--- src/assert_macros.svh ---
// Assertion macros for the command latency monitor sources.
// Depends on nothing; included by command_latency_monitor.sv for its concurrent assertions.
`ifndef ASSERT_MACROS_SVH
`define ASSERT_MACROS_SVH

// Implication within the same clock edge, disabled while reset is asserted.
`define CLM_ASSERT_SAME(label, clk, rst_n, ante, cons, msg) \
	label: assert property (@(posedge clk) disable iff (!rst_n) (ante) |-> (cons)) \
		else $error(msg);

// Implication that checks the consequent on the following clock edge.
`define CLM_ASSERT_NEXT(label, clk, rst_n, ante, cons, msg) \
	label: assert property (@(posedge clk) disable iff (!rst_n) (ante) |=> (cons)) \
		else $error(msg);

`endif

--- src/clm_pkg.sv ---
// Shared types and constants of the command latency monitor.
// No dependencies; used by the interfaces, the observation unit and the top level.
package clm_pkg;

	typedef logic [1:0]  req_type_t;
	typedef logic [15:0] seq_t;
	typedef logic [63:0] time_t;
	typedef logic [31:0] count_t;

	// Event kinds carried in req_type.
	localparam req_type_t REQ_TRANSMIT = 2'd0;
	localparam req_type_t REQ_START    = 2'd1;
	localparam req_type_t REQ_OBSERVE  = 2'd2;
	localparam req_type_t REQ_TIMEOUT  = 2'd3;

	localparam count_t LATENCY_MAX = '1;

	// The one command that is being followed.
	typedef struct packed {
		seq_t  seq;
		time_t start_time;
		logic  active;
		logic  ack_seen;
		logic  apply_seen;
	} track_t;

	// What an observation would record against the tracked command.
	typedef struct packed {
		logic   ack_hit;
		logic   apply_hit;
		count_t latency;
	} obs_t;

endpackage

--- src/clm_if.sv ---
// Valid/ready channel interfaces of the command latency monitor.
// Depends on clm_pkg for the payload types.
interface clm_req_if;
	import clm_pkg::*;

	logic      valid;
	logic      ready;
	req_type_t req_type;
	time_t     time_us;
	seq_t      command_sequence;
	seq_t      local_ack_sequence;
	seq_t      forwarded_peer_sequence;
	seq_t      peer_ack_sequence;

	modport source (
		output valid, req_type, time_us, command_sequence,
		output local_ack_sequence, forwarded_peer_sequence, peer_ack_sequence,
		input  ready
	);
	modport sink (
		input  valid, req_type, time_us, command_sequence,
		input  local_ack_sequence, forwarded_peer_sequence, peer_ack_sequence,
		output ready
	);
endinterface

interface clm_stat_if;
	import clm_pkg::*;

	logic   valid;
	logic   ready;
	count_t frames_sent;
	count_t commands_started;
	count_t commands_acked;
	count_t commands_applied;
	count_t timeout_count;
	count_t last_ack_latency;
	count_t max_ack_latency;
	count_t last_apply_latency;
	count_t max_apply_latency;
	time_t  transmit_span_us;

	modport source (
		output valid, frames_sent, commands_started, commands_acked, commands_applied,
		output timeout_count, last_ack_latency, max_ack_latency, last_apply_latency,
		output max_apply_latency, transmit_span_us,
		input  ready
	);
	modport sink (
		input  valid, frames_sent, commands_started, commands_acked, commands_applied,
		input  timeout_count, last_ack_latency, max_ack_latency, last_apply_latency,
		input  max_apply_latency, transmit_span_us,
		output ready
	);
endinterface

--- src/clm_observe.sv ---
// Observation check: elapsed time since the tracked start, saturated to 32 bits,
// and whether the acknowledge and apply conditions are met. Depends on clm_pkg.
module clm_observe (
	input  clm_pkg::track_t track,
	input  clm_pkg::seq_t   loc_seq,
	input  clm_pkg::seq_t   fwd_seq,
	input  clm_pkg::seq_t   peer_seq,
	input  clm_pkg::time_t  now,
	output clm_pkg::obs_t   obs
);
	import clm_pkg::*;

	logic [64:0] diff;
	logic        usable;
	logic        loc_match;
	logic        all_match;

	// The top bit of the widened difference is the borrow: time before start.
	assign diff   = {1'b0, now} - {1'b0, track.start_time};
	assign usable = track.active && !diff[64];

	assign loc_match = (loc_seq == track.seq);
	assign all_match = loc_match && (fwd_seq == track.seq) && (peer_seq == track.seq);

	assign obs.latency   = (|diff[63:32]) ? LATENCY_MAX : diff[31:0];
	assign obs.ack_hit   = usable && !track.ack_seen && loc_match;
	assign obs.apply_hit = usable && !track.apply_seen && all_match;

endmodule

--- src/command_latency_monitor.sv ---
// Command latency monitor top level: input register, event update, result register.
// Depends on clm_pkg, clm_if (clm_req_if, clm_stat_if), clm_observe and assert_macros.svh.
`include "assert_macros.svh"

// Each request is one link event (transmission, command start, observation or
// timeout) stamped with a microsecond time. The monitor follows one command at a
// time: a start with a sequence different from the one tracked (or any start when
// nothing is tracked) arms it, and later observations record its acknowledge
// latency when the locally accepted sequence matches, and its apply latency when
// the local, forwarded and peer sequences all match, each once per command.
// Latencies saturate at 4294967295 us and the counters wrap at 32 bits. Every
// request produces exactly one statistics snapshot, taken after the event is
// applied, that includes the span between the first and last transmission times
// (zero until more than one frame was sent with a later time). The rate is one
// request per clock cycle while the consumer takes every snapshot; a request's
// snapshot passes through the input register and then the result register. The
// rate rests on the single update step on the tracking state, which the state
// registers take as the request leaves the input register, so that the next
// request sees its outcome. While the consumer stalls, one snapshot waits in the
// result register and one request in the input register; the input side stops
// only when both are full.
module command_latency_monitor (
	input  logic             clk,
	input  logic             arst_n,
	clm_req_if.sink          req,
	clm_stat_if.source       stat
);
	import clm_pkg::*;

	// Input register.
	logic      valid_s1;
	req_type_t req_type_s1;
	time_t     time_s1;
	seq_t      cseq_s1;
	seq_t      loc_s1;
	seq_t      fwd_s1;
	seq_t      peer_s1;

	// Result register.
	logic   valid_s2;
	count_t sent_s2;
	count_t started_s2;
	count_t acked_s2;
	count_t applied_s2;
	count_t timeouts_s2;
	count_t ack_last_s2;
	count_t ack_peak_s2;
	count_t apply_last_s2;
	count_t apply_peak_s2;
	time_t  span_s2;

	// Monitor state.
	count_t sent_q;
	count_t started_q;
	count_t acked_q;
	count_t applied_q;
	count_t timeouts_q;
	count_t ack_last_q;
	count_t ack_peak_q;
	count_t apply_last_q;
	count_t apply_peak_q;
	time_t  first_send_q;
	time_t  last_send_q;
	track_t track_q;

	// Next state, which is also the snapshot of the request in the input register.
	count_t sent_d;
	count_t started_d;
	count_t acked_d;
	count_t applied_d;
	count_t timeouts_d;
	count_t ack_last_d;
	count_t ack_peak_d;
	count_t apply_last_d;
	count_t apply_peak_d;
	time_t  first_send_d;
	time_t  last_send_d;
	track_t track_d;
	time_t  span_d;

	logic        adv_s1;
	logic        adv_s2;
	logic        req_fire;
	logic [64:0] span_diff;
	obs_t        obs;

	// The result register takes a new snapshot when it is empty or being read out;
	// the input register moves on whenever its request can enter the result register.
	assign adv_s2    = !valid_s2 || stat.ready;
	assign adv_s1    = valid_s1 && adv_s2;
	assign req.ready = !valid_s1 || adv_s2;
	assign req_fire  = req.valid && req.ready;

	// The event kind is reset so that the update decode always sees a defined code.
	always_ff @(posedge clk or negedge arst_n) begin
		if (!arst_n) begin
			valid_s1    <= 1'b0;
			req_type_s1 <= REQ_TRANSMIT;
		end else begin
			valid_s1 <= req_fire || (valid_s1 && !adv_s1);
			if (req_fire) begin
				req_type_s1 <= req.req_type;
			end
		end
	end

	always_ff @(posedge clk) begin
		if (req_fire) begin
			time_s1     <= req.time_us;
			cseq_s1     <= req.command_sequence;
			loc_s1      <= req.local_ack_sequence;
			fwd_s1      <= req.forwarded_peer_sequence;
			peer_s1     <= req.peer_ack_sequence;
		end
	end

	clm_observe u_observe (
		.track    (track_q),
		.loc_seq  (loc_s1),
		.fwd_seq  (fwd_s1),
		.peer_seq (peer_s1),
		.now      (time_s1),
		.obs      (obs)
	);

	// Apply the event to the state. Only the fields touched by the event change.
	always_comb begin
		sent_d       = sent_q;
		started_d    = started_q;
		acked_d      = acked_q;
		applied_d    = applied_q;
		timeouts_d   = timeouts_q;
		ack_last_d   = ack_last_q;
		ack_peak_d   = ack_peak_q;
		apply_last_d = apply_last_q;
		apply_peak_d = apply_peak_q;
		first_send_d = first_send_q;
		last_send_d  = last_send_q;
		track_d      = track_q;

		unique case (req_type_s1)
			REQ_TRANSMIT: begin
				// The first frame after reset, or after the counter wraps, opens the span.
				if (sent_q == '0) begin
					first_send_d = time_s1;
				end
				last_send_d = time_s1;
				sent_d      = sent_q + 1'b1;
			end
			REQ_START: begin
				// Restating the command already tracked does not rearm it.
				if (!(track_q.active && (cseq_s1 == track_q.seq))) begin
					track_d.seq        = cseq_s1;
					track_d.start_time = time_s1;
					track_d.active     = 1'b1;
					track_d.ack_seen   = 1'b0;
					track_d.apply_seen = 1'b0;
					started_d          = started_q + 1'b1;
				end
			end
			REQ_OBSERVE: begin
				// Both the acknowledge and the apply may land on the same observation.
				if (obs.ack_hit) begin
					track_d.ack_seen = 1'b1;
					acked_d          = acked_q + 1'b1;
					ack_last_d       = obs.latency;
					if (obs.latency > ack_peak_q) begin
						ack_peak_d = obs.latency;
					end
				end
				if (obs.apply_hit) begin
					track_d.apply_seen = 1'b1;
					applied_d          = applied_q + 1'b1;
					apply_last_d       = obs.latency;
					if (obs.latency > apply_peak_q) begin
						apply_peak_d = obs.latency;
					end
				end
			end
			REQ_TIMEOUT: begin
				timeouts_d = timeouts_q + 1'b1;
			end
		endcase
	end

	// The span counts only with more than one frame and a strictly later last time;
	// a clear borrow and a nonzero difference together mean strictly later.
	assign span_diff = {1'b0, last_send_d} - {1'b0, first_send_d};
	assign span_d    = ((sent_d > count_t'(1)) && !span_diff[64] && (|span_diff[63:0]))
		? span_diff[63:0] : '0;

	always_ff @(posedge clk or negedge arst_n) begin
		if (!arst_n) begin
			sent_q       <= '0;
			started_q    <= '0;
			acked_q      <= '0;
			applied_q    <= '0;
			timeouts_q   <= '0;
			ack_last_q   <= '0;
			ack_peak_q   <= '0;
			apply_last_q <= '0;
			apply_peak_q <= '0;
			first_send_q <= '0;
			last_send_q  <= '0;
			track_q      <= '0;
		end else if (adv_s1) begin
			sent_q       <= sent_d;
			started_q    <= started_d;
			acked_q      <= acked_d;
			applied_q    <= applied_d;
			timeouts_q   <= timeouts_d;
			ack_last_q   <= ack_last_d;
			ack_peak_q   <= ack_peak_d;
			apply_last_q <= apply_last_d;
			apply_peak_q <= apply_peak_d;
			first_send_q <= first_send_d;
			last_send_q  <= last_send_d;
			track_q      <= track_d;
		end
	end

	always_ff @(posedge clk or negedge arst_n) begin
		if (!arst_n) begin
			valid_s2 <= 1'b0;
		end else begin
			valid_s2 <= adv_s1 || (valid_s2 && !stat.ready);
		end
	end

	always_ff @(posedge clk) begin
		if (adv_s1) begin
			sent_s2       <= sent_d;
			started_s2    <= started_d;
			acked_s2      <= acked_d;
			applied_s2    <= applied_d;
			timeouts_s2   <= timeouts_d;
			ack_last_s2   <= ack_last_d;
			ack_peak_s2   <= ack_peak_d;
			apply_last_s2 <= apply_last_d;
			apply_peak_s2 <= apply_peak_d;
			span_s2       <= span_d;
		end
	end

	assign stat.valid              = valid_s2;
	assign stat.frames_sent        = sent_s2;
	assign stat.commands_started   = started_s2;
	assign stat.commands_acked     = acked_s2;
	assign stat.commands_applied   = applied_s2;
	assign stat.timeout_count      = timeouts_s2;
	assign stat.last_ack_latency   = ack_last_s2;
	assign stat.max_ack_latency    = ack_peak_s2;
	assign stat.last_apply_latency = apply_last_s2;
	assign stat.max_apply_latency  = apply_peak_s2;
	assign stat.transmit_span_us   = span_s2;

	// An apply is only ever recorded together with or after the acknowledge.
	`CLM_ASSERT_SAME(a_apply_after_ack, clk, arst_n, track_q.apply_seen, track_q.ack_seen, "apply recorded without acknowledge")
	// The peaks never fall below the most recent latencies.
	`CLM_ASSERT_SAME(a_ack_peak, clk, arst_n, 1'b1, ack_peak_q >= ack_last_q, "acknowledge peak below last")
	`CLM_ASSERT_SAME(a_apply_peak, clk, arst_n, 1'b1, apply_peak_q >= apply_last_q, "apply peak below last")
	// Acknowledge count moves only on an observation that leaves the input register.
	`CLM_ASSERT_NEXT(a_ack_count_hold, clk, arst_n, !(adv_s1 && (req_type_s1 == REQ_OBSERVE)), acked_q == $past(acked_q), "acknowledge count changed without observation")

endmodule
--- src/flat_wrapper.sv ---
// flat-port wrapper written by rule: the top's interface ports become plain ports
module command_latency_monitor_flat import clm_pkg::*;
  (clk, arst_n, req_valid, req_req_type, req_time_us, req_command_sequence, req_local_ack_sequence, req_forwarded_peer_sequence, req_peer_ack_sequence, req_ready, stat_valid, stat_frames_sent, stat_commands_started, stat_commands_acked, stat_commands_applied, stat_timeout_count, stat_last_ack_latency, stat_max_ack_latency, stat_last_apply_latency, stat_max_apply_latency, stat_transmit_span_us, stat_ready);
  clm_req_if req_i ();
  clm_stat_if stat_i ();
  input  logic clk;
  input  logic arst_n;
  input wire logic [$bits(req_i.valid)-1:0] req_valid;
  input wire logic [$bits(req_i.req_type)-1:0] req_req_type;
  input wire logic [$bits(req_i.time_us)-1:0] req_time_us;
  input wire logic [$bits(req_i.command_sequence)-1:0] req_command_sequence;
  input wire logic [$bits(req_i.local_ack_sequence)-1:0] req_local_ack_sequence;
  input wire logic [$bits(req_i.forwarded_peer_sequence)-1:0] req_forwarded_peer_sequence;
  input wire logic [$bits(req_i.peer_ack_sequence)-1:0] req_peer_ack_sequence;
  output wire logic [$bits(req_i.ready)-1:0] req_ready;
  output wire logic [$bits(stat_i.valid)-1:0] stat_valid;
  output wire logic [$bits(stat_i.frames_sent)-1:0] stat_frames_sent;
  output wire logic [$bits(stat_i.commands_started)-1:0] stat_commands_started;
  output wire logic [$bits(stat_i.commands_acked)-1:0] stat_commands_acked;
  output wire logic [$bits(stat_i.commands_applied)-1:0] stat_commands_applied;
  output wire logic [$bits(stat_i.timeout_count)-1:0] stat_timeout_count;
  output wire logic [$bits(stat_i.last_ack_latency)-1:0] stat_last_ack_latency;
  output wire logic [$bits(stat_i.max_ack_latency)-1:0] stat_max_ack_latency;
  output wire logic [$bits(stat_i.last_apply_latency)-1:0] stat_last_apply_latency;
  output wire logic [$bits(stat_i.max_apply_latency)-1:0] stat_max_apply_latency;
  output wire logic [$bits(stat_i.transmit_span_us)-1:0] stat_transmit_span_us;
  input wire logic [$bits(stat_i.ready)-1:0] stat_ready;
  assign req_i.valid = req_valid;
  assign req_i.req_type = req_req_type;
  assign req_i.time_us = req_time_us;
  assign req_i.command_sequence = req_command_sequence;
  assign req_i.local_ack_sequence = req_local_ack_sequence;
  assign req_i.forwarded_peer_sequence = req_forwarded_peer_sequence;
  assign req_i.peer_ack_sequence = req_peer_ack_sequence;
  assign req_ready = req_i.ready;
  assign stat_valid = stat_i.valid;
  assign stat_frames_sent = stat_i.frames_sent;
  assign stat_commands_started = stat_i.commands_started;
  assign stat_commands_acked = stat_i.commands_acked;
  assign stat_commands_applied = stat_i.commands_applied;
  assign stat_timeout_count = stat_i.timeout_count;
  assign stat_last_ack_latency = stat_i.last_ack_latency;
  assign stat_max_ack_latency = stat_i.max_ack_latency;
  assign stat_last_apply_latency = stat_i.last_apply_latency;
  assign stat_max_apply_latency = stat_i.max_apply_latency;
  assign stat_transmit_span_us = stat_i.transmit_span_us;
  assign stat_i.ready = stat_ready;
  command_latency_monitor u_core (.clk(clk), .arst_n(arst_n), .req(req_i), .stat(stat_i));
endmodule
--- config.mk ---
export PLATFORM = sky130hd
export DESIGN_NAME = command_latency_monitor_flat
export DESIGN_NICKNAME = d
export VERILOG_FILES = /design/src/clm_pkg.sv /design/src/clm_if.sv /design/src/clm_observe.sv /design/src/command_latency_monitor.sv /design/src/flat_wrapper.sv
export VERILOG_INCLUDE_DIRS = /design/src /design/src/src
export SDC_FILE = /design/constraint.sdc
export NUM_CORES = 2
export LEC_CHECK = 0
export BUFFER_PORTS_ARGS = -buffer_cell sky130_fd_sc_hd__buf_2
export CORE_ASPECT_RATIO = 0.6
export CORE_MARGIN = 1
export CORE_UTILIZATION = 40
export DETAILED_ROUTE_END_ITERATION = 7
export GPL_TIMING_DRIVEN = 0
export PLACE_DENSITY_LB_ADDON = 0.12
export SETUP_SLACK_MARGIN = 0.05
export SYNTH_ARGS = -nofsm -noshare
export SYNTH_HDL_FRONTEND = slang
export SYNTH_SLANG_ARGS = --single-unit
--- constraint.sdc ---
create_clock -name clk -period 14.4 [get_ports clk]
set_clock_uncertainty 0.05 [all_clocks]
set_input_delay 2.88 -clock clk [delete_from_list [all_inputs] [get_ports clk]]
set_output_delay 2.88 -clock clk [all_outputs]
set_load 0.02 [all_outputs]
==> impl_metrics.ini <==
[layout]
final_cell_mix = 560 x nor2_1, 519 x buf_2, 503 x dfrtp_1
drive_gt1_share_pct = 17.2
final_net_count = 5645
area_growth_pct = 16.1
nFillCells = 11800
fin_area_um2 = 58500
final_util_pct = 47.0
final_common_cell = nor2_1

[clock_tree]
clk_pin_slew_ns = 0.06
cts_tree = done
cts_made_buffers = 97
clock_latency_ns = 0.72
clkSinkCount = 983
hold_buffers = 0
cts-root-buf = clkbuf_16
cts_resized = 0
htreeDepth = 3
post_cts_buffers = 0
cts_buffer_depth = 3

[timing]
fin_crit_sh_pct = 67.1
drv_slew = 0
setup_viol = 0
tns_ns = 0
tightest_slew_ns = 1.48
max_freq_ghz = 0.104
hold_viol = 0
hold_slack_ns = 0.428
rsz0062_at_grt = no
fin_crit_ns = 9.66
slew_headroom_pct = 0.921

[critical_path]
slowest_stage = nor4b_2
crit_path_max_fanout = 10
cp.arrival_ns = 10.08
path_common_cell = a21o_1
worstSetupEndpointType = flip-flop
critPathKind = flip-flop to flip-flop
required_ns = 14.82
startpoint_type = flip-flop
cpPeakStageDelay_ns = 0.79

[logic_synthesis]
synth_edf_count = 480
synth_cell_type_count = 75
ys_warn_count = 0
ys.flop_type = dfrtp_1
yosysTopAreaCellShare_pct = 28.6
syn_area_per_cell_um2 = 10.7
ys_async_sr_fraction_pct = 51.2
synth.area.top_cells = edfxtp_1 29%, dfrtp_1 25%, ha_1 5.0%
syn_nets = 5047
ys_seq_area_share_pct = 53.6
synthesis.instances = 4709
ys_seq_elements = 983
synth.largest_area_cell = edfxtp_1
syn_area_um2 = 50400

[outcome]
status = complete, but fails checks
violations = capacitance limit

[global_route]
gr-usage-all-layers_pct = 24.2
antenna_found_initial = 17
grt_max_degree = 114
grt_pass1_wl_um = 234000
grt_pass1_vias = 36600
grt-ovfl-total = 0

[routing]
dr.pass1.iters = 5
vias = 38300
antenna_left = 0
routed_wl_um = 156000
drc = 0
wl_per_cell_um = 22.0
vias_per_cell = 5.41
drt-initial-drc-count = 3427

[hold_path]
min_path_type = flip-flop to flip-flop

[power_and_ir_drop]
p_leak_nw = 24.5
irDropWorstVdd_mv = 0.126
p_per_area_nw_per_um2 = 168

[die]
fp-row-count = 100
core_region_area_um2 = 124000
die_w_um = 460
dieArea_um2 = 127000
initial_core_util_pct = 40.5
die_h_um = 277
io_pins = 488

[place]
place.gp.congestion = 0.914
portBuffers = 487
placed_area_um2 = 55300
hpwl_um = 118000

[run]
drv_cap = 1
[critical path: cells and delay by family (launching register included)]
kind | cells | cell delay, ns
compound gates | 16 | 4.42
simple gates | 7 | 2.28
fa+ha+maj | 3 | 0.96
flops | 1 | 0.44
buf+inv | 4 | 1.26
[cell type report]
type	count	area, µm²	share of cell area [%]
clock buffer	133	2670	4.57
clock inverter	50	440	0.753
sequential	983	27000	46.2
timing repair buffer	499	2750	4.70
buffer	244	962	1.65
antenna	5	12.5	0.0214
inverter	185	699	1.20
tap	1683	2110	3.60
multi-input combinational	3297	21800	37.3
[flip-flops by register name (all words and copies together) (netlist names), 64 cells and up]
name and cells:
u_core.track_q 83, u_core.first_send_q 64, u_core.last_send_q 64, u_core.stat.transmit_span_us 64, u_core.time_s1 64
[path summary, 6_finish.rpt]
check                                        start                           endpoint  slack [ns]  cells past startpoint
min in group asynchronous                   arst_n              u_core.timeouts_q[29]        2.09                      1
max in group asynchronous                   arst_n             u_core.last_send_q[13]       10.49                      3
setup reg to reg                 u_core.time_s1[0]  u_core.stat.max_apply_latency[23]        4.74                     30
setup / recovery                 u_core.time_s1[0]  u_core.stat.max_apply_latency[23]        4.74                     30
hold / removal             u_core.first_send_q[19]            u_core.first_send_q[19]        0.43                      2
hold reg to reg            u_core.first_send_q[19]            u_core.first_send_q[19]        0.43                      2
[cell usage after synthesis, types with 14 or more instances]
library cell	count
nor2_1	560
dfrtp_1	503
edfxtp_1	480
nand2_1	414
a31oi_1	274
xnor2_1	255
mux2_2	211
ha_1	202
xor2_1	190
inv_1	185
o21ai_0	185
clkbuf_1	182
a21oi_1	177
nand3_1	109
nor3_1	96
nand4_1	94
a21o_1	88
mux2i_1	69
and3_1	47
nor4_1	39
buf_2	33
buf_1	28
or3_1	28
nand2b_1	25
o21bai_1	24
o21a_1	19
nor2b_1	16
o31ai_1	14
[stage by stage]
step / instances / total power, mW / worst slack [ns]
finish: 7079 / 9.82 / 4.74
global route: 7077 / 10.3 / 4.12
CTS: 7074 / 9.83 / 4.85
detailed placement: 6891 / 7.24 / 4.89
global placement: 6879 / 7.26 / -6.34
floorplan: 4709 / 5.97 / 0.120
[cell families (layout without fill, tap and decap cells)]
kind of cell | count (synthesis) | in the layout | share of synthesized area [%]
adders and majority gates | 204 | 204 | 5.10
other | 0 | 5 | 0
muxes | 280 | 280 | 6.09
buffers and inverters | 429 | 1111 | 3.28
DFF | 983 | 983 | 53.6
AOI/OAI and AO/OA | 887 | 887 | 10.9
xor gates and xnor gates | 445 | 445 | 7.74
and+or+nand+nor | 1481 | 1481 | 13.2
[where the power goes]
part,switching [mW],internal (mW)
registers,0.211,3.39
logic,2.47,1.21
clock network,1.16,1.38
[metal layers]
layer / GRT usage, % / wire, µm
met4: 4.83 / 2940
met3: 3.57 / 9170
met1: 39.1 / 80000
met5: 0 / 0
met2: 33.8 / 63700
(Power assumes the default switching activity.)
